<file path="config.mk">
export PLATFORM = sky130hd
export DESIGN_NAME = microwave_timer_controller
export DESIGN_NICKNAME = d
export VERILOG_FILES = /design/src/hdl/mtc_pkg.sv /design/src/hdl/microwave_timer_controller.sv /design/src/hdl/mtc_ctrl.sv /design/src/hdl/mtc_dp.sv
export SDC_FILE = /design/constraint.sdc
export NUM_CORES = 1
export LEC_CHECK = 0
export BUFFER_PORTS_ARGS = -buffer_cell sky130_fd_sc_hd__buf_2
export CAP_MARGIN = 30
export CORE_ASPECT_RATIO = 1.4
export CORE_MARGIN = 2
export CORE_UTILIZATION = 55
export CTS_CLUSTER_SIZE = 16
export DETAILED_ROUTE_END_ITERATION = 8
export GPL_TIMING_DRIVEN = 0
export MAX_ROUTING_LAYER = met4
export PLACE_DENSITY = 0.83
export SYNTH_ARGS = -nofsm -noshare
export SYNTH_HDL_FRONTEND = slang
export SYNTH_SLANG_ARGS = --single-unit
</file>
<file path="constraint.sdc">
create_clock -name clock -period 6.9 [get_ports clock]
set_input_delay 2.07 -clock clock [delete_from_list [all_inputs] [get_ports clock]]
set_output_delay 2.07 -clock clock [all_outputs]
set_load 0.02 [all_outputs]
</file>
<file path="src/hdl/mtc_pkg.sv">
`default_nettype none

package mtc_pkg;

   localparam int SecondsWidth = 13;
   localparam int QuickWidth   = 8;
   localparam int FinishWidth  = 8;
   localparam int KeyWidth     = 4;
   localparam int DigitWidth   = 4;
   localparam int CsrIndexWidth = 2;

   localparam logic [SecondsWidth-1:0] SECONDS_CEIL = 13'd5999;
   localparam logic [QuickWidth-1:0]   QUICK_RESET  = 8'd30;
   localparam logic [FinishWidth-1:0]  FINISH_RESET = 8'd5;

   // floor(x * 34953 / 2^21) equals floor(x / 60) for x up to the ceiling
   localparam logic [15:0] MIN_RECIP   = 16'd34953;
   // floor(x * 205 / 2^11) equals floor(x / 10) for x below 100
   localparam logic [7:0]  TENTH_RECIP = 8'd205;

   localparam logic [KeyWidth-1:0] KEY_LAST_DIGIT = 4'd9;
   localparam logic [KeyWidth-1:0] KEY_A = 4'd10;
   localparam logic [KeyWidth-1:0] KEY_B = 4'd11;
   localparam logic [KeyWidth-1:0] KEY_C = 4'd12;
   localparam logic [KeyWidth-1:0] KEY_D = 4'd13;

   localparam logic ACTION_TICK = 1'b0;
   localparam logic ACTION_KEY  = 1'b1;

   typedef enum logic [2:0] {
      MODE_STANDBY  = 3'd0,
      MODE_ENTERING = 3'd1,
      MODE_COOKING  = 3'd2,
      MODE_PAUSED   = 3'd3,
      MODE_FINISHED = 3'd4
   } mtc_mode_type;

   typedef enum logic [2:0] {
      MSG_BLANK    = 3'd0,
      MSG_COOKING  = 3'd1,
      MSG_FINISHED = 3'd2,
      MSG_PAUSED   = 3'd3,
      MSG_DOOR     = 3'd4
   } mtc_msg_type;

   typedef enum logic [CsrIndexWidth-1:0] {
      CSR_MAX_SECONDS  = 2'd0,
      CSR_QUICK_ADD    = 2'd1,
      CSR_FINISH_TICKS = 2'd2
   } mtc_csr_type;

   typedef enum logic [2:0] {
      ST_IDLE,
      ST_PREP,
      ST_EVAL,
      ST_CONV_Q,
      ST_CONV_R,
      ST_CONV_D,
      ST_DONE
   } mtc_state_type;

   typedef struct packed {
      logic load_item;
      logic prep;
      logic apply;
      logic conv_q;
      logic conv_r;
      logic conv_d;
      logic out_load;
   } mtc_cmd_type;

   typedef struct packed {
      logic conv_need;
      logic out_free;
   } mtc_status_type;

   function automatic logic [DigitWidth-1:0] tens_of(input logic [6:0] x);
      logic [14:0] p;
      p = 15'(x) * 15'(TENTH_RECIP);
      return p[14:11];
   endfunction

endpackage

`default_nettype wire

</file>
<file path="src/hdl/microwave_timer_controller.sv">
// Oven timer controller: one result transaction for every input transaction.
// Input channel (req_valid/req_ready): req_action 0 is a one-second tick,
// 1 a key press with req_key_code (digits, A start, B pause/cancel, C quick
// start or add, D door open). Result channel (rsp_valid/rsp_ready): mode,
// the four MM:SS digits, heater, turntable and alarm drives, message code,
// blank flag and remaining seconds, after the transaction is applied.
// A result goes through the prep, evaluate and done states of the sequencer;
// when the remaining time changes it also goes through the minutes/seconds
// conversion (one reciprocal multiply, one remainder step, one digit step).
// req_ready is high only while the sequencer is idle, so a new transaction
// is not taken until the last one has left the done state.
// The result sits in an output register: the next transaction is accepted
// while it waits, and its own result is held back until rsp_ready frees it.
// Reset (synchronous, active high) puts the oven in standby with zero time,
// all drives off, and loads the defaults 5999, 30 and 5 into the csr
// registers (0 ceiling, 1 quick-add seconds, 2 finished ticks). csr writes
// take effect at once and are expected only while the block is idle.
`default_nettype none

module microwave_timer_controller (
   input  wire logic                              clock,
   input  wire logic                              reset,
   input  wire logic                              csr_write_enable,
   input  wire logic [mtc_pkg::CsrIndexWidth-1:0] csr_index,
   input  wire logic [mtc_pkg::SecondsWidth-1:0]  csr_write_data,
   input  wire logic                              req_valid,
   output logic                                   req_ready,
   input  wire logic                              req_action,
   input  wire logic [mtc_pkg::KeyWidth-1:0]      req_key_code,
   output logic                                   rsp_valid,
   input  wire logic                              rsp_ready,
   output logic [2:0]                             rsp_mode,
   output logic [mtc_pkg::DigitWidth-1:0]         rsp_minute_tens,
   output logic [mtc_pkg::DigitWidth-1:0]         rsp_minute_ones,
   output logic [mtc_pkg::DigitWidth-1:0]         rsp_second_tens,
   output logic [mtc_pkg::DigitWidth-1:0]         rsp_second_ones,
   output logic                                   rsp_heater_on,
   output logic                                   rsp_turntable_on,
   output logic                                   rsp_alarm_on,
   output logic [2:0]                             rsp_message,
   output logic                                   rsp_display_blank,
   output logic [mtc_pkg::SecondsWidth-1:0]       rsp_seconds_left
);
   import mtc_pkg::*;

   mtc_cmd_type    cmd;
   mtc_status_type status;

   mtc_ctrl u_ctrl (
      .clock     (clock),
      .reset     (reset),
      .req_valid (req_valid),
      .req_ready (req_ready),
      .status    (status),
      .cmd       (cmd)
   );

   mtc_dp u_dp (
      .clock             (clock),
      .reset             (reset),
      .cmd               (cmd),
      .status            (status),
      .csr_write_enable  (csr_write_enable),
      .csr_index         (csr_index),
      .csr_write_data    (csr_write_data),
      .req_action        (req_action),
      .req_key_code      (req_key_code),
      .rsp_valid         (rsp_valid),
      .rsp_ready         (rsp_ready),
      .rsp_mode          (rsp_mode),
      .rsp_minute_tens   (rsp_minute_tens),
      .rsp_minute_ones   (rsp_minute_ones),
      .rsp_second_tens   (rsp_second_tens),
      .rsp_second_ones   (rsp_second_ones),
      .rsp_heater_on     (rsp_heater_on),
      .rsp_turntable_on  (rsp_turntable_on),
      .rsp_alarm_on      (rsp_alarm_on),
      .rsp_message       (rsp_message),
      .rsp_display_blank (rsp_display_blank),
      .rsp_seconds_left  (rsp_seconds_left)
   );

   // one transaction in flight at a time
   a_one_in_flight: assert property (@(posedge clock) disable iff (reset)
      (req_valid && req_ready) |=> !req_ready)
      else $error("input accepted while a transaction is in flight");

   // heater only while cooking, alarm only while finished
   a_drive_mode: assert property (@(posedge clock) disable iff (reset)
      rsp_valid |-> ((!rsp_heater_on || rsp_mode == MODE_COOKING) &&
                     (!rsp_alarm_on || rsp_mode == MODE_FINISHED)))
      else $error("drive output active in wrong mode");

   // standby result carries no time and no drives
   a_standby_clear: assert property (@(posedge clock) disable iff (reset)
      (rsp_valid && rsp_mode == MODE_STANDBY) |->
         (rsp_seconds_left == '0 && !rsp_turntable_on && !rsp_heater_on))
      else $error("standby result not cleared");

   // remaining time never above the hard ceiling
   a_time_ceiling: assert property (@(posedge clock) disable iff (reset)
      rsp_valid |-> rsp_seconds_left <= SECONDS_CEIL)
      else $error("remaining time above ceiling");

endmodule

`default_nettype wire

</file>
<file path="src/hdl/mtc_ctrl.sv">
`default_nettype none

module mtc_ctrl (
   input  wire logic                   clock,
   input  wire logic                   reset,
   input  wire logic                   req_valid,
   output logic                        req_ready,
   input  wire mtc_pkg::mtc_status_type status,
   output mtc_pkg::mtc_cmd_type        cmd
);
   import mtc_pkg::*;

   mtc_state_type state_ff, state_in;

   always_ff @(posedge clock) begin
      if (reset) begin
         state_ff <= ST_IDLE;
      end else begin
         state_ff <= state_in;
      end
   end

   always_comb begin
      state_in = state_ff;
      case (state_ff)
         ST_IDLE: begin
            if (req_valid) state_in = ST_PREP;
         end
         ST_PREP:   state_in = ST_EVAL;
         ST_EVAL: begin
            state_in = status.conv_need ? ST_CONV_Q : ST_DONE;
         end
         ST_CONV_Q: state_in = ST_CONV_R;
         ST_CONV_R: state_in = ST_CONV_D;
         ST_CONV_D: state_in = ST_DONE;
         ST_DONE: begin
            if (status.out_free) state_in = ST_IDLE;
         end
         default:   state_in = ST_IDLE;
      endcase
   end

   always_comb begin
      cmd       = '0;
      req_ready = 1'b0;
      case (state_ff)
         ST_IDLE: begin
            req_ready     = 1'b1;
            cmd.load_item = req_valid;
         end
         ST_PREP:   cmd.prep   = 1'b1;
         ST_EVAL:   cmd.apply  = 1'b1;
         ST_CONV_Q: cmd.conv_q = 1'b1;
         ST_CONV_R: cmd.conv_r = 1'b1;
         ST_CONV_D: cmd.conv_d = 1'b1;
         ST_DONE:   cmd.out_load = status.out_free;
         default:   cmd = '0;
      endcase
   end

endmodule

`default_nettype wire

</file>
<file path="src/hdl/mtc_dp.sv">
`default_nettype none

module mtc_dp (
   input  wire logic                                  clock,
   input  wire logic                                  reset,
   input  wire mtc_pkg::mtc_cmd_type                  cmd,
   output mtc_pkg::mtc_status_type                    status,
   input  wire logic                                  csr_write_enable,
   input  wire logic [mtc_pkg::CsrIndexWidth-1:0]     csr_index,
   input  wire logic [mtc_pkg::SecondsWidth-1:0]      csr_write_data,
   input  wire logic                                  req_action,
   input  wire logic [mtc_pkg::KeyWidth-1:0]          req_key_code,
   output logic                                       rsp_valid,
   input  wire logic                                  rsp_ready,
   output logic [2:0]                                 rsp_mode,
   output logic [mtc_pkg::DigitWidth-1:0]             rsp_minute_tens,
   output logic [mtc_pkg::DigitWidth-1:0]             rsp_minute_ones,
   output logic [mtc_pkg::DigitWidth-1:0]             rsp_second_tens,
   output logic [mtc_pkg::DigitWidth-1:0]             rsp_second_ones,
   output logic                                       rsp_heater_on,
   output logic                                       rsp_turntable_on,
   output logic                                       rsp_alarm_on,
   output logic [2:0]                                 rsp_message,
   output logic                                       rsp_display_blank,
   output logic [mtc_pkg::SecondsWidth-1:0]           rsp_seconds_left
);
   import mtc_pkg::*;

   // configuration
   logic [SecondsWidth-1:0] max_ff;
   logic [QuickWidth-1:0]   quick_ff;
   logic [FinishWidth-1:0]  finish_ff;

   // held transaction
   logic                action_ff;
   logic [KeyWidth-1:0] key_ff;

   // controller state of the oven
   mtc_mode_type            mode_ff, mode_in;
   logic [DigitWidth-1:0]   digit_ff [4];
   logic [DigitWidth-1:0]   digit_in [4];
   logic [SecondsWidth-1:0] rem_ff, rem_in;
   logic [2:0]              cnt_ff, cnt_in;
   logic [FinishWidth-1:0]  fc_ff, fc_in;
   logic                    blink_ff, blink_in;
   logic [2:0]              drive_ff, drive_in;
   mtc_msg_type             msg_ff, msg_in;

   // working values
   logic [SecondsWidth-1:0] sum_ff, sum_in;
   logic [6:0]              quot_ff, quot_in;
   logic [5:0]              srem_ff, srem_in;
   logic [DigitWidth-1:0]   mtens_ff, mtens_in;

   // result register
   logic                    rsp_valid_ff, rsp_valid_in;
   mtc_mode_type            out_mode_ff;
   logic [DigitWidth-1:0]   out_digit_ff [4];
   logic [2:0]              out_drive_ff;
   mtc_msg_type             out_msg_ff;
   logic                    out_blank_ff;
   logic [SecondsWidth-1:0] out_rem_ff;

   logic [SecondsWidth-1:0] entry_mins, entry_val, base_val, add_val;
   logic [SecondsWidth-1:0] ceil_val, clamp_val, rem_dec;
   logic [FinishWidth-1:0]  fc_inc;
   logic                    is_key, is_digit, go_idle, conv_need;
   logic [28:0]             quot_prod;
   logic [SecondsWidth-1:0] srem_full;
   logic [6:0]              mones_full, sones_full;
   logic [DigitWidth-1:0]   stens_w;

   always_ff @(posedge clock) begin
      if (reset) begin
         max_ff    <= SECONDS_CEIL;
         quick_ff  <= QUICK_RESET;
         finish_ff <= FINISH_RESET;
      end else if (csr_write_enable) begin
         case (csr_index)
            CSR_MAX_SECONDS:  max_ff    <= csr_write_data;
            CSR_QUICK_ADD:    quick_ff  <= csr_write_data[QuickWidth-1:0];
            CSR_FINISH_TICKS: finish_ff <= csr_write_data[FinishWidth-1:0];
            default: ;
         endcase
      end
   end

   // prep: operand for the add and clamp
   always_comb begin
      entry_mins = 13'(digit_ff[0]) * 13'(10) + 13'(digit_ff[1]);
      entry_val  = entry_mins * 13'(60) + 13'(digit_ff[2]) * 13'(10) + 13'(digit_ff[3]);
      case (mode_ff)
         MODE_ENTERING: base_val = entry_val;
         MODE_COOKING:  base_val = rem_ff;
         default:       base_val = '0;
      endcase
      add_val = (key_ff == KEY_C) ? 13'(quick_ff) : '0;
      sum_in  = base_val + add_val;
   end

   // conversion of the remaining time into MM:SS digits
   always_comb begin
      quot_prod  = 29'(rem_ff) * 29'(MIN_RECIP);
      quot_in    = quot_prod[27:21];
      srem_full  = rem_ff - 13'(quot_ff) * 13'(60);
      srem_in    = srem_full[5:0];
      mtens_in   = tens_of(quot_ff);
      mones_full = quot_ff - 7'(mtens_ff) * 7'(10);
      stens_w    = tens_of(7'(srem_ff));
      sones_full = 7'(srem_ff) - 7'(stens_w) * 7'(10);
   end

   always_comb begin
      ceil_val  = (max_ff > SECONDS_CEIL) ? SECONDS_CEIL : max_ff;
      clamp_val = (sum_ff > ceil_val) ? ceil_val : sum_ff;
      rem_dec   = rem_ff - 13'd1;
      fc_inc    = fc_ff + 8'd1;
      is_key    = (action_ff == ACTION_KEY);
      is_digit  = (key_ff <= KEY_LAST_DIGIT);

      mode_in   = mode_ff;
      digit_in  = digit_ff;
      rem_in    = rem_ff;
      cnt_in    = cnt_ff;
      fc_in     = fc_ff;
      blink_in  = blink_ff;
      drive_in  = drive_ff;
      msg_in    = msg_ff;
      go_idle   = 1'b0;
      conv_need = 1'b0;

      if (cmd.apply) begin
         case (mode_ff)
            MODE_STANDBY: begin
               drive_in = '0;
               if (is_key && is_digit) begin
                  mode_in     = MODE_ENTERING;
                  digit_in[0] = '0;
                  digit_in[1] = '0;
                  digit_in[2] = '0;
                  digit_in[3] = key_ff;
                  cnt_in      = 3'd1;
               end else if (is_key && key_ff == KEY_C) begin
                  rem_in    = clamp_val;
                  conv_need = 1'b1;
                  mode_in   = MODE_COOKING;
                  drive_in  = 3'b011;
                  msg_in    = MSG_COOKING;
               end
            end
            MODE_ENTERING: begin
               if (is_key) begin
                  if (is_digit) begin
                     if (cnt_ff < 3'd4) begin
                        digit_in[0] = digit_ff[1];
                        digit_in[1] = digit_ff[2];
                        digit_in[2] = digit_ff[3];
                        digit_in[3] = key_ff;
                        cnt_in      = cnt_ff + 3'd1;
                     end
                  end else if (key_ff == KEY_B) begin
                     go_idle = 1'b1;
                  end else if (key_ff == KEY_A) begin
                     rem_in = clamp_val;
                     if (clamp_val != '0) begin
                        cnt_in    = '0;
                        conv_need = 1'b1;
                        mode_in   = MODE_COOKING;
                        drive_in  = 3'b011;
                        msg_in    = MSG_COOKING;
                     end
                  end else if (key_ff == KEY_C) begin
                     rem_in    = clamp_val;
                     conv_need = 1'b1;
                  end
               end
            end
            MODE_COOKING: begin
               if (!is_key) begin
                  if (rem_ff != '0) begin
                     rem_in    = rem_dec;
                     conv_need = 1'b1;
                  end
                  // count already at zero or just reached it
                  if (rem_ff <= 13'd1) begin
                     mode_in  = MODE_FINISHED;
                     drive_in = 3'b100;
                     fc_in    = '0;
                     blink_in = 1'b1;
                     msg_in   = MSG_FINISHED;
                  end
               end else if (key_ff == KEY_B) begin
                  mode_in     = MODE_PAUSED;
                  drive_in[0] = 1'b0;
                  msg_in      = MSG_PAUSED;
               end else if (key_ff == KEY_C) begin
                  rem_in    = clamp_val;
                  conv_need = 1'b1;
               end else if (key_ff == KEY_D) begin
                  mode_in       = MODE_PAUSED;
                  drive_in[1:0] = 2'b00;
                  msg_in        = MSG_DOOR;
               end
            end
            MODE_PAUSED: begin
               if (is_key && key_ff == KEY_A) begin
                  mode_in  = MODE_COOKING;
                  drive_in = 3'b011;
                  msg_in   = MSG_COOKING;
               end else if (is_key && key_ff == KEY_B) begin
                  go_idle = 1'b1;
               end
            end
            MODE_FINISHED: begin
               if (is_key) begin
                  go_idle = 1'b1;
               end else begin
                  fc_in       = fc_inc;
                  blink_in    = ~blink_ff;
                  drive_in[2] = ~blink_ff;
                  if (fc_inc >= finish_ff) go_idle = 1'b1;
               end
            end
            default: go_idle = 1'b1;
         endcase
      end

      if (go_idle) begin
         mode_in  = MODE_STANDBY;
         digit_in = '{default: '0};
         rem_in   = '0;
         cnt_in   = '0;
         fc_in    = '0;
         blink_in = 1'b1;
         drive_in = '0;
         msg_in   = MSG_BLANK;
      end

      if (cmd.conv_d) begin
         digit_in[0] = mtens_ff;
         digit_in[1] = mones_full[3:0];
         digit_in[2] = stens_w;
         digit_in[3] = sones_full[3:0];
      end
   end

   always_ff @(posedge clock) begin
      if (reset) begin
         mode_ff      <= MODE_STANDBY;
         digit_ff     <= '{default: '0};
         rem_ff       <= '0;
         cnt_ff       <= '0;
         fc_ff        <= '0;
         blink_ff     <= 1'b1;
         drive_ff     <= '0;
         msg_ff       <= MSG_BLANK;
         rsp_valid_ff <= 1'b0;
      end else begin
         mode_ff      <= mode_in;
         digit_ff     <= digit_in;
         rem_ff       <= rem_in;
         cnt_ff       <= cnt_in;
         fc_ff        <= fc_in;
         blink_ff     <= blink_in;
         drive_ff     <= drive_in;
         msg_ff       <= msg_in;
         rsp_valid_ff <= rsp_valid_in;
      end
   end

   always_ff @(posedge clock) begin
      if (cmd.load_item) begin
         action_ff <= req_action;
         key_ff    <= req_key_code;
      end
      if (cmd.prep) sum_ff <= sum_in;
      if (cmd.conv_q) quot_ff <= quot_in;
      if (cmd.conv_r) begin
         srem_ff  <= srem_in;
         mtens_ff <= mtens_in;
      end
      if (cmd.out_load) begin
         out_mode_ff  <= mode_ff;
         out_digit_ff <= digit_ff;
         out_drive_ff <= drive_ff;
         out_msg_ff   <= msg_ff;
         out_blank_ff <= ~blink_ff;
         out_rem_ff   <= rem_ff;
      end
   end

   always_comb begin
      rsp_valid_in = cmd.out_load | (rsp_valid_ff & ~rsp_ready);
   end

   always_comb begin
      status.conv_need = conv_need;
      status.out_free  = ~rsp_valid_ff | rsp_ready;
   end

   assign rsp_valid         = rsp_valid_ff;
   assign rsp_mode          = out_mode_ff;
   assign rsp_minute_tens   = out_digit_ff[0];
   assign rsp_minute_ones   = out_digit_ff[1];
   assign rsp_second_tens   = out_digit_ff[2];
   assign rsp_second_ones   = out_digit_ff[3];
   assign rsp_heater_on     = out_drive_ff[0];
   assign rsp_turntable_on  = out_drive_ff[1];
   assign rsp_alarm_on      = out_drive_ff[2];
   assign rsp_message       = out_msg_ff;
   assign rsp_display_blank = out_blank_ff;
   assign rsp_seconds_left  = out_rem_ff;

endmodule

`default_nettype wire
</file>
==> summary.md, run 1 <==
| Metric | Value |
|---|---|
| Share of cells above drive strength 1 | `10.4%` |
| Simple-Gate Fraction of Synth Area | `14.2%` |
| Largest family of logic cells by synthesized area | `adder cells` |
| Total Power | `2.33 mW` |
| Starting density of the core | `56.2%` |
| Hold path endpoint | `u_dp.out_drive_ff[1]` |
| Final Wtd Congestion | `0.927` |
| Sw power | `660 uW` |
| Yosys warns | `0` |
| CP bufs+invs | `0` |
| Die ar. | `23600 um^2` |
| Reg2reg start | `u_dp.digit_ff[14]` |
| Count leader, synth | `ha_1` |
| Hold-critical path depth | `0` |
| Worst hold slack | `0.425 ns` |
| Drc violations | `0` |
| R2R depth | `18` |
| Post-Layout Cell Count | `1663` |
| Post-DP HPWL | `23900 um` |
| Unrepaired setup endpoints after global routing | `no` |
| Syn_nets | `1534` |
| CORE AREA | `21900 um^2` |
| Crit path max-delay family | `adder cells` |
| Yosys reg bits | `157` |
| Slew HR | `45.9%` |
| Share of the synthesized area in the top cell type | `19.3%` |
| Slew Limit Fails | `0` |
| Worst hold start | `u_dp.drive_ff[1]` |
| Mux contribution to synthesized area | `2.04%` |
| Nets@finish | `1620` |
| Post-synth EDFFs | `74` |
| Final Cycle Share | `88.4%` |
| Yosys top cell by area | `ha_1` |
| Comb power frac | `15.6%` |
| Most area-consuming cells after synthesis | `ha_1 (19%), edfxtp_1 (18%), dfxtp_1 (13%)` |
| Most Frequent Cell on Critical Path | `ha_1` |
| Worst path slowest cell | `fa_1` |
| FF/Latch Area | `3880 um^2` |
| Clock root cell | `clkbuf_16` |
| Slowest cell delay on critical path | `0.54 ns` |
| Critical path fanouts, max | `5` |
| Vias in the first global route | `10200` |
| R2R Path End | `u_dp.sum_ff[11]` |
| Diode count | `0` |
| Endpoints failing setup | `0` |
| Crit Path Category | `flop to flop` |
| CTS Buffer Depth | `2` |
| Port Buffers | `65` |
| Slew at the pin closest to its max-slew limit | `0.811 ns` |
| Clock-pin slew on the worst setup and hold paths | `0.07 ns` |
| Routed Antenna Nets | `0` |
| Antenna violations before repair | `0` |
| P_int | `1.67 mW` |
| Seq/Total Area, Yosys | `31.5%` |
| Post-Place Setup Slack | `0.873 ns` |
| Compound-Gate Fraction of Synth Area | `15.2%` |
| FMAX | `164 MHz` |
| Avg WL per Cell | `18.4 um` |
| Initial DRC Count | `1131` |
| CTS tree | `built` |
| Skew-Pair Late Insertion Delay | `0.44 ns` |
| Post-synthesis adder-cell area fraction | `27.7%` |
| Async S/R FF share, synth | `0%` |
| P_leak | `6.47 nW` |
| Final WL | `30700 um` |
| Max Cap Viol | `0` |
| Vias/cell | `6.05` |
| Syn Area/Cell | `9.73 um^2` |
| # fillers | `1791` |
| Post-CTS setup buffers | `0` |
| Clock sinks | `157` |
| Data required, critical path | `7.08 ns` |
| Final Hold Viols | `0` |
| First drt pass iteration count | `8` |
| Post-synth cell types | `83` |
| Worst Clk Skew | `0.00825 ns` |
| Status | `finished, final reports clean` |
| Cts bufs inserted | `17` |
| Worst min path class | `flop to flop` |
| Worst Setup Slack, final | `0.800 ns` |
| Die width | `131 um` |
| DIE HEIGHT | `181 um` |
| H-tree Lvls | `4` |
| Synth Cell Area | `12300 um^2` |
| Crit path arrival time | `6.28 ns` |
| Cells after Synth | `1267` |
| Total GRT Usage | `28.0%` |
| Switching part of the total power | `28.3%` |
| VDD IR max | `0.155 mV` |
| Io pins | `66` |
| Crit end category | `flop` |
| Global-route wire length before repair | `50200 um` |
| Largest net degree at the start of global routing | `23` |
| Cells after DPL | `1631` |
| R2R setup slack | `0.80 ns` |
| Area of the multi-input gates | `7820 um^2` |
| Growth of design area from synthesis to finish | `10.7%` |
| Post-synth top flop | `dfxtp_1` |
| Total negative slack | `0 ns` |
| Hold_buf cts | `0` |
| Total grt overflow | `0` |
| Fin crit period | `6.10 ns` |
| Synth top cells by count | `ha_1 (190), inv_1 (126), nor2_1 (113)` |
| DR vias | `10100` |
| CP Cell Sequence | `ha_1, ha_1, xor2_1, fa_1, fa_1, ha_1, xnor2_1, ha_1, ha_1, and3_1, a221o_1, or3_1, a32o_1, ha_1, o211ai_1, a21o_1, nor3_1, xnor2_1` |
| PwrDens | `171 nW/um^2` |
| Synth Area in XOR/XNOR | `4.26%` |
| Sequential Power Share | `44.4%` |
| Clock power share | `40.1%` |
| Rows | `64` |
| CP Launch Type | `flop` |
| Post-CTS Resized | `0` |
## sequential cells by signal (all words and copies together), names as in the netlist, 6 cells and up
register / cells
u_dp.digit_ff: 16
u_dp.max_ff: 13
u_dp.rem_ff: 13
u_dp.rsp_seconds_left: 13
u_dp.sum_ff: 13
u_dp.fc_ff: 8
u_dp.finish_ff: 8
u_dp.quick_ff: 8
u_dp.quot_ff: 7
u_dp.srem_ff: 6
## cells by family (layout without fill, tap and decap cells)
| logic type | Yosys count | count (layout) |
|---|---|---|
| simple gates | 351 | 351 |
| compound gates | 269 | 269 |
| fa+ha+maj | 242 | 242 |
| buf+inv | 164 | 263 |
| flops | 157 | 157 |
| xor+xnor | 60 | 60 |
| mux | 24 | 24 |
## placed cells by master, fill, tap and decap left out, drive strengths merged, types with 10 or more instances in the layout
cell and instances:
xor2 20, nand3 24, xnor2 40, nor2b 22, a211o 12, a21oi 72, fa 52, a21o 17
edfxtp 74, nand2b 12, and3 13, a222oi 12, buf 80, and2 18, nor4 13, nand2 78
o21ai 51, clkbuf 43, nor2 115, o21a 13, ha 190, nor3 20, mux2i 18, clkinv 10
inv 129, dfxtp 83
## worst reg2reg max path: stages (launching register included)
cell	delay, ns
dfxtp_1	0.45
ha_1	0.29
ha_1	0.32
xor2_1	0.43
fa_1	0.54
fa_1	0.48
ha_1	0.36
xnor2_1	0.18
ha_1	0.25
ha_1	0.35
and3_1	0.16
a221o_1	0.36
or3_1	0.33
a32o_1	0.27
ha_1	0.35
o211ai_1	0.13
a21o_1	0.21
nor3_1	0.26
xnor2_1	0.13
## worst max-delay path by stage
stage                            startpoint         endpoint  slack, ns  cells past startpoint
final                     u_dp.digit_ff[14]  u_dp.sum_ff[11]       0.80                     18
after global placement    u_dp.digit_ff[14]  u_dp.sum_ff[11]       0.97                     18
after CTS                 u_dp.digit_ff[14]  u_dp.sum_ff[11]       0.83                     18
after global routing      u_dp.digit_ff[15]  u_dp.sum_ff[12]       0.54                     20
after floorplan            u_dp.digit_ff[9]  u_dp.sum_ff[11]       1.31                     18
after detailed placement  u_dp.digit_ff[14]  u_dp.sum_ff[11]       0.87                     18
## power groups by stage
stage                     registers (mW)  logic [mW]  clock network, mW
after floorplan                     1.04       0.262                  0
after global placement              1.05       0.340                  0
after detailed placement            1.05       0.356                  0
after CTS                           1.03       0.360              0.943
after global routing                1.04       0.409              0.979
final                               1.04       0.363              0.936
## cell type report
cell class                 instances  area share, %
buffer                            38           1.16
sequential                       157           28.5
tap                              297           2.72
inverter                         126           3.47
clock inverter                    14          0.999
clock buffer                      18           3.30
timing repair buffer              67           2.64
multi-input combinational        946           57.3
## routing by layer
metal  global-route usage (%)  share of wire, %
met5                        -                 0
met1                     32.2                39
met2                     46.2                49
met3                     4.23               5.9
met4                     15.1               5.6
## per-stage QoR
| step | utilization, % | instance area [um^2] |
|---|---|---|
| 3_5_place_dp | 59.5 | 13100 |
| 6_report | 62.2 | 13600 |
| 3_3_place_gp | 59.4 | 13000 |
| 2_1_floorplan | - | 12300 |
| 5_1_grt | 62.2 | 13600 |
| 4_1_cts | 62.2 | 13600 |
Note: power is estimated with default switching activity, not from simulation.
==> run 2: changes to the inputs <==
Settings changed: MAX_ROUTING_LAYER met4 to not set.
==> run 2 against run 1 <==
Effect of this change: register-to-register slack hardly changed; first-iteration DRC count is 23% lower; clock power is 2% lower; critical path depth stayed put; hold slack better by 0.010 ns; largest cell class unchanged.
==> summary.md, run 2 (synthesis gave the netlist of run 1 again) <==
| Metric | Value |
|---|---|
| # fillers | `1811` |
| Critical path fanouts, max | `5` |
| Global-route wire length before repair | `50500 um` |
| Vias in the first global route | `10300` |
| Diode count | `0` |
| Worst Clk Skew | `0.0139 ns` |
| Hold-critical path depth | `0` |
| Max reg flops | `16` |
| P_leak | `6.46 nW` |
| Die width | `131 um` |
| Commonest non-fill, non-tap cell in the layout | `ha_1` |
| Total Power | `2.32 mW` |
| Post-CTS Resized | `0` |
| Fin crit period | `6.09 ns` |
| FMAX | `164 MHz` |
| Area of the multi-input gates | `7820 um^2` |
| Worst min path class | `flop to flop` |
| Commonest non-fill, non-tap cells in the layout | `ha_1 (190), inv_1 (126), nor2_1 (113), dfxtp_1 (83), nand2_1 (78)` |
| Worst hold slack | `0.435 ns` |
| Antenna violations before repair | `0` |
| Routed Antenna Nets | `0` |
| Status | `finished, final reports clean` |
| Cts bufs inserted | `17` |
| R2R depth | `18` |
| Share of cells above drive strength 1 | `10.4%` |
| Worst path slowest cell | `fa_1` |
| Post-CTS setup buffers | `0` |
| Total negative slack | `0 ns` |
| DIE HEIGHT | `181 um` |
| Drc violations | `0` |
| Max Cap Viol | `0` |
| Hold_buf cts | `0` |
| Worst Setup Slack, final | `0.807 ns` |
| Vias/cell | `6.04` |
| Data required, critical path | `7.06 ns` |
| Avg WL per Cell | `18.6 um` |
| First drt pass iteration count | `8` |
| Slowest cell delay on critical path | `0.67 ns` |
| Slew at the pin closest to its max-slew limit | `0.835 ns` |
| Skew-Pair Late Insertion Delay | `0.44 ns` |
| Most flops, register | `u_dp.digit_ff` |
| Final Hold Viols | `0` |
| Finished Core Util | `62.1%` |
| Io pins | `66` |
| Endpoints failing setup | `0` |
| Unrepaired setup endpoints after global routing | `no` |
| Slew HR | `44.4%` |
| DR vias | `10000` |
| Initial DRC Count | `873` |
| Post-DP HPWL | `24300 um` |
| CTS tree | `built` |
| Crit path arrival time | `6.25 ns` |
| Rows | `64` |
| Total GRT Usage | `27.4%` |
| CP Cell Sequence | `ha_1, fa_1, fa_1, fa_1, inv_1, fa_1, xnor2_1, ha_1, ha_1, and3_1, a221o_1, or3_1, a32o_1, ha_1, a21o_1, nand2b_1, nor4_1, xnor2_1` |
| VDD IR max | `0.173 mV` |
| CTS Buffer Depth | `2` |
| Growth of design area from synthesis to finish | `10.5%` |
| Total grt overflow | `0` |
| H-tree Lvls | `4` |
| Final Wtd Congestion | `0.922` |
| FF/Latch Area | `3880 um^2` |
| PwrDens | `170 nW/um^2` |
| Slew Limit Fails | `0` |
| Post-Place Setup Slack | `0.851 ns` |
| Clock root cell | `clkbuf_16` |
| CORE AREA | `21900 um^2` |
| Crit Path Category | `flop to flop` |
| Die ar. | `23600 um^2` |
| Starting density of the core | `56.2%` |
| CP Launch Type | `flop` |
| Port Buffers | `65` |
| Final Cycle Share | `88.3%` |
| Crit end category | `flop` |
| Final WL | `30900 um` |
| Clock sinks | `157` |
| Nets@finish | `1620` |
| Largest net degree at the start of global routing | `26` |
| Clock-pin slew on the worst setup and hold paths | `0.07 ns` |
run 2: cell types whose count changed in the layout (fill, tap and decap cells not counted), sizes merged:
cell      change
clkbuf        -1
bufinv        -1
clkinv        -7
clkinvlp      +1
inv           +8
run 2: report_power, final:
group / total (mW) / leakage (nW) / switching (mW) / internal [mW]
logic: 0.365 / 4.82 / 0.217 / 0.148
clock network: 0.921 / 0.281 / 0.440 / 0.481
registers: 1.04 / 1.36 / 0.0328 / 1.00
run 2: cell type report:
type                       count  share of cell area, %
buffer                        38                   1.17
clock buffer                  17                   3.12
clock inverter                15                   1.07
inverter                     126                   3.47
multi-input combinational    946                   57.4
sequential                   157                   28.5
tap                          297                   2.73
timing repair buffer          67                   2.59
run 2: final timing paths:
| check | startpoint | end | slack, ns |
|---|---|---|---|
| worst max-delay path | u_dp.digit_ff[9] | u_dp.sum_ff[12] | 0.81 |
| worst min-delay path | u_dp.drive_ff[0] | u_dp.out_drive_ff[0] | 0.44 |
| worst max register to register | u_dp.digit_ff[9] | u_dp.sum_ff[12] | 0.81 |
| worst min register to register | u_dp.drive_ff[0] | u_dp.out_drive_ff[0] | 0.44 |
run 2: critical path: cells and delay by family, from the launching register on:
kind	cells	cell delay [ns]
AO/OA/AOI/OAI	3	0.79
buffers and inverters	1	0.07
XOR/XNOR	2	0.36
AND/OR/NAND/NOR	4	0.80
adder cells (fa/ha/maj)	8	3.43
flip-flops	1	0.35
run 2: layer usage:
| metal | vias up | global-route usage, % | part of all wire [%] |
|---|---|---|---|
| met2 | 419 | 46.9 | 50 |
| met4 | 0 | 16.7 | 6.2 |
| met5 | - | 0 | 0 |
| li1 | 4719 | - | - |
| met1 | 4769 | 31.2 | 38 |
| met3 | 140 | 4.89 | 6.0 |
run 2: metrics by stage:
step / std cells / cell area, um^2
floorplan: 1267 / 12300
global placement: 1629 / 13000
detailed placement: 1631 / 13100
CTS: 1663 / 13600
global route: 1663 / 13600
finish: 1663 / 13600
==> run 3: changes to the inputs <==
Settings changed: ABC_AREA set to 1.
==> run 3 against run 2 <==
Effect of this change: critical path depth is 9 higher; synthesized cell count is 24% higher; clock-buffer cell count is 6 higher; clock power is 4.8% higher; clock skew is 0.0026 ns lower; register-to-register slack better by 0.27 ns; flip-flop and latch count stayed put; combinational power grew to 2.8 times the previous value; sequential power is 9.6% higher; critical path type unchanged.
==> summary.md, run 3 <==
| Metric | Value |
|---|---|
| Slew Limit Fails | `0` |
| Post-synth cell types | `62` |
| Total Power | `3.13 mW` |
| Post-synthesis adder-cell area fraction | `26.2%` |
| Endpoints failing setup | `0` |
| DIE HEIGHT | `186 um` |
| Growth of design area from synthesis to finish | `10.5%` |
| R2R setup slack | `1.08 ns` |
| H-tree Lvls | `4` |
| Clock root cell | `clkbuf_16` |
| Switching part of the total power | `36.3%` |
| Syn_nets | `1844` |
| Starting density of the core | `56.0%` |
| Post-CTS setup buffers | `0` |
| Diode count | `0` |
| Total GRT Usage | `27.9%` |
| Crit Path Category | `flop to flop` |
| Final WL | `33400 um` |
| Clock-pin slew on the worst setup and hold paths | `0.07 ns` |
| Yosys top cell by area | `ha_1` |
| P_leak | `7.19 nW` |
| Finished Core Util | `61.9%` |
| Cts bufs inserted | `17` |
| Post-CTS Resized | `0` |
| Sequential Power Share | `36.4%` |
| Post-Layout Inst Area | `14400 um^2` |
| Skew-Pair Late Insertion Delay | `0.45 ns` |
| VDD IR max | `0.197 mV` |
| Count leader, synth | `nand2_1` |
| Final Hold Viols | `0` |
| Data required, critical path | `7.11 ns` |
| Post-synth EDFFs | `74` |
| Commonest non-fill, non-tap cells in the layout | `nand2_1 (297), inv_1 (257), ha_1 (190), a21oi_1 (105), nor2_1 (94)` |
| Unrepaired setup endpoints after global routing | `no` |
| Worst min path class | `flop to flop` |
| Status | `finished, final reports clean` |
| Most flops, register | `u_dp.digit_ff` |
| Simple-Gate Fraction of Synth Area | `19.0%` |
| Slew at the pin closest to its max-slew limit | `0.876 ns` |
| Total negative slack | `0 ns` |
| Synth Area in XOR/XNOR | `3.56%` |
| Drc violations | `0` |
| P_int | `1.99 mW` |
| Worst Clk Skew | `0.0113 ns` |
| Yosys warns | `0` |
| PwrDens | `217 nW/um^2` |
| Slew HR | `41.1%` |
| Post-DP HPWL | `26200 um` |
| Share of cells above drive strength 1 | `10.0%` |
| Port Buffers | `65` |
| Nets@finish | `1932` |
| Clock power share | `30.9%` |
| Rows | `66` |
| Compound-Gate Fraction of Synth Area | `12.4%` |
| Cells after Synth | `1577` |
| Routed Antenna Nets | `0` |
| Mux contribution to synthesized area | `0%` |
| Vias/cell | `5.71` |
| CTS tree | `built` |
| Critical path fanouts, max | `5` |
| Die ar. | `25000 um^2` |
| Initial DRC Count | `656` |
| Clock sinks | `157` |
| Post-DP Area | `13800 um^2` |
| CTS Buffer Depth | `2` |
| FMAX | `172 MHz` |
| # fillers | `1980` |
| Crit path arrival time | `6.03 ns` |
| Antenna violations before repair | `0` |
| Avg WL per Cell | `16.9 um` |
| CORE AREA | `23300 um^2` |
| Syn Area/Cell | `8.27 um^2` |
| Largest net degree at the start of global routing | `17` |
| Synth top cells by count | `nand2_1 (297), inv_1 (256), ha_1 (190)` |
| Async S/R FF share, synth | `0%` |
| Comb power frac | `32.7%` |
| Commonest non-fill, non-tap cell in the layout | `nand2_1` |
| Fin crit period | `5.82 ns` |
| Max Cap Viol | `0` |
| Sw power | `1.13 mW` |
| CP Launch Type | `flop` |
| Crit end category | `flop` |
| Most area-consuming cells after synthesis | `ha_1 (18%), edfxtp_1 (17%), dfxtp_1 (13%)` |
| Final Cycle Share | `84.4%` |
| Share of the synthesized area in the top cell type | `18.2%` |
| Max reg flops | `16` |
| Final Wtd Congestion | `1.00` |
| First drt pass iteration count | `5` |
| Post-synth top flop | `dfxtp_1` |
| Die width | `134 um` |
| Total grt overflow | `0` |
| Global-route wire length before repair | `54800 um` |
| Hold_buf cts | `0` |
| Seq/Total Area, Yosys | `29.8%` |
| Yosys reg bits | `157` |
| Largest family of logic cells by synthesized area | `adder cells` |
| Synth Cell Area | `13000 um^2` |
| Io pins | `66` |
| DR vias | `11300` |
| Vias in the first global route | `11400` |
run 3: cell count changes after synthesis, moves of 18 or more:
| cell | previous run | this run |
|---|---|---|
| o211ai_1 | 7 | 29 |
| nand2_1 | 78 | 297 |
| inv_1 | 126 | 256 |
| nand3_1 | 24 | 82 |
| nor2_1 | 113 | 94 |
| a21oi_1 | 70 | 105 |
| nor2b_1 | 22 | 1 |
| xnor2_1 | 40 | 19 |
| mux2i_1 | 18 | 0 |
run 3: area by class of cell:
class / count / area (um^2) / area share (%)
sequential: 157 / 3880 / 26.9
inverter: 274 / 1030 / 7.14
multi-input combinational: 1119 / 7990 / 55.4
buffer: 27 / 145 / 1.01
clock buffer: 23 / 543 / 3.77
timing repair buffer: 69 / 374 / 2.60
tap: 306 / 383 / 2.66
clock inverter: 9 / 65.1 / 0.451
run 3: per-layer routing:
layer	global-route usage [%]	up-vias	wire (um)
met4	15.7	0	1650
met2	49.5	398	16700
met5	0	-	0
li1	-	5463	-
met1	32.0	5359	13200
met3	4.47	104	1850
run 3: per-stage QoR:
step | hold slack [ns] | std cells | setup slack [ns]
6_report | 0.437 | 1984 | 1.08
5_1_grt | 0.447 | 1984 | 0.607
4_1_cts | 0.441 | 1984 | 1.07
3_5_place_dp | 0.416 | 1952 | 1.12
3_3_place_gp | 0.426 | 1948 | 0.0222
2_1_floorplan | 0.408 | 1577 | 1.62
run 3: path summary, 6_finish.rpt:
| check | start | endpoint | cells after the start |
|---|---|---|---|
| setup / recovery | u_dp.digit_ff[14] | u_dp.sum_ff[12] | 27 |
| hold / removal | u_dp.msg_ff[0] | u_dp.rsp_message[0] | 0 |
| setup reg to reg | u_dp.digit_ff[14] | u_dp.sum_ff[12] | 27 |
| hold reg to reg | u_dp.msg_ff[0] | u_dp.rsp_message[0] | 0 |
run 3: kinds of logic after synthesis:
family,Yosys count
flops,157
buf+inv,301
xor+xnor,53
fa+ha+maj,242
simple gates,555
compound gates,269
run 3: power groups by stage:
stage / registers [mW] / clock network (mW) / logic (mW)
finish: 1.14 / 0.965 / 1.02
global route: 1.14 / 1.01 / 1.17
CTS: 1.14 / 0.969 / 1.02
detailed placement: 1.16 / 0 / 1.01
global placement: 1.16 / 0 / 0.959
floorplan: 1.14 / 0 / 0.745
run 3: worst max-delay path: stages, from the launching register on:
cell and delay, ns:
dfxtp_1 0.45, ha_1 0.29, ha_1 0.38, a21oi_1 0.09
inv_1 0.06, a31oi_1 0.05, or2_2 0.30, nand2_1 0.12
inv_1 0.12, fa_1 0.50, inv_1 0.06, fa_1 0.53
inv_1 0.05, ha_1 0.36, xnor2_1 0.17, inv_1 0.06
ha_1 0.27, ha_1 0.34, xnor2_1 0.22, o22ai_1 0.11
ha_1 0.33, a21oi_1 0.10, nor2_1 0.15, nand2_1 0.07
a21oi_1 0.20, nand3_1 0.09, nand2_1 0.08, inv_1 0.03
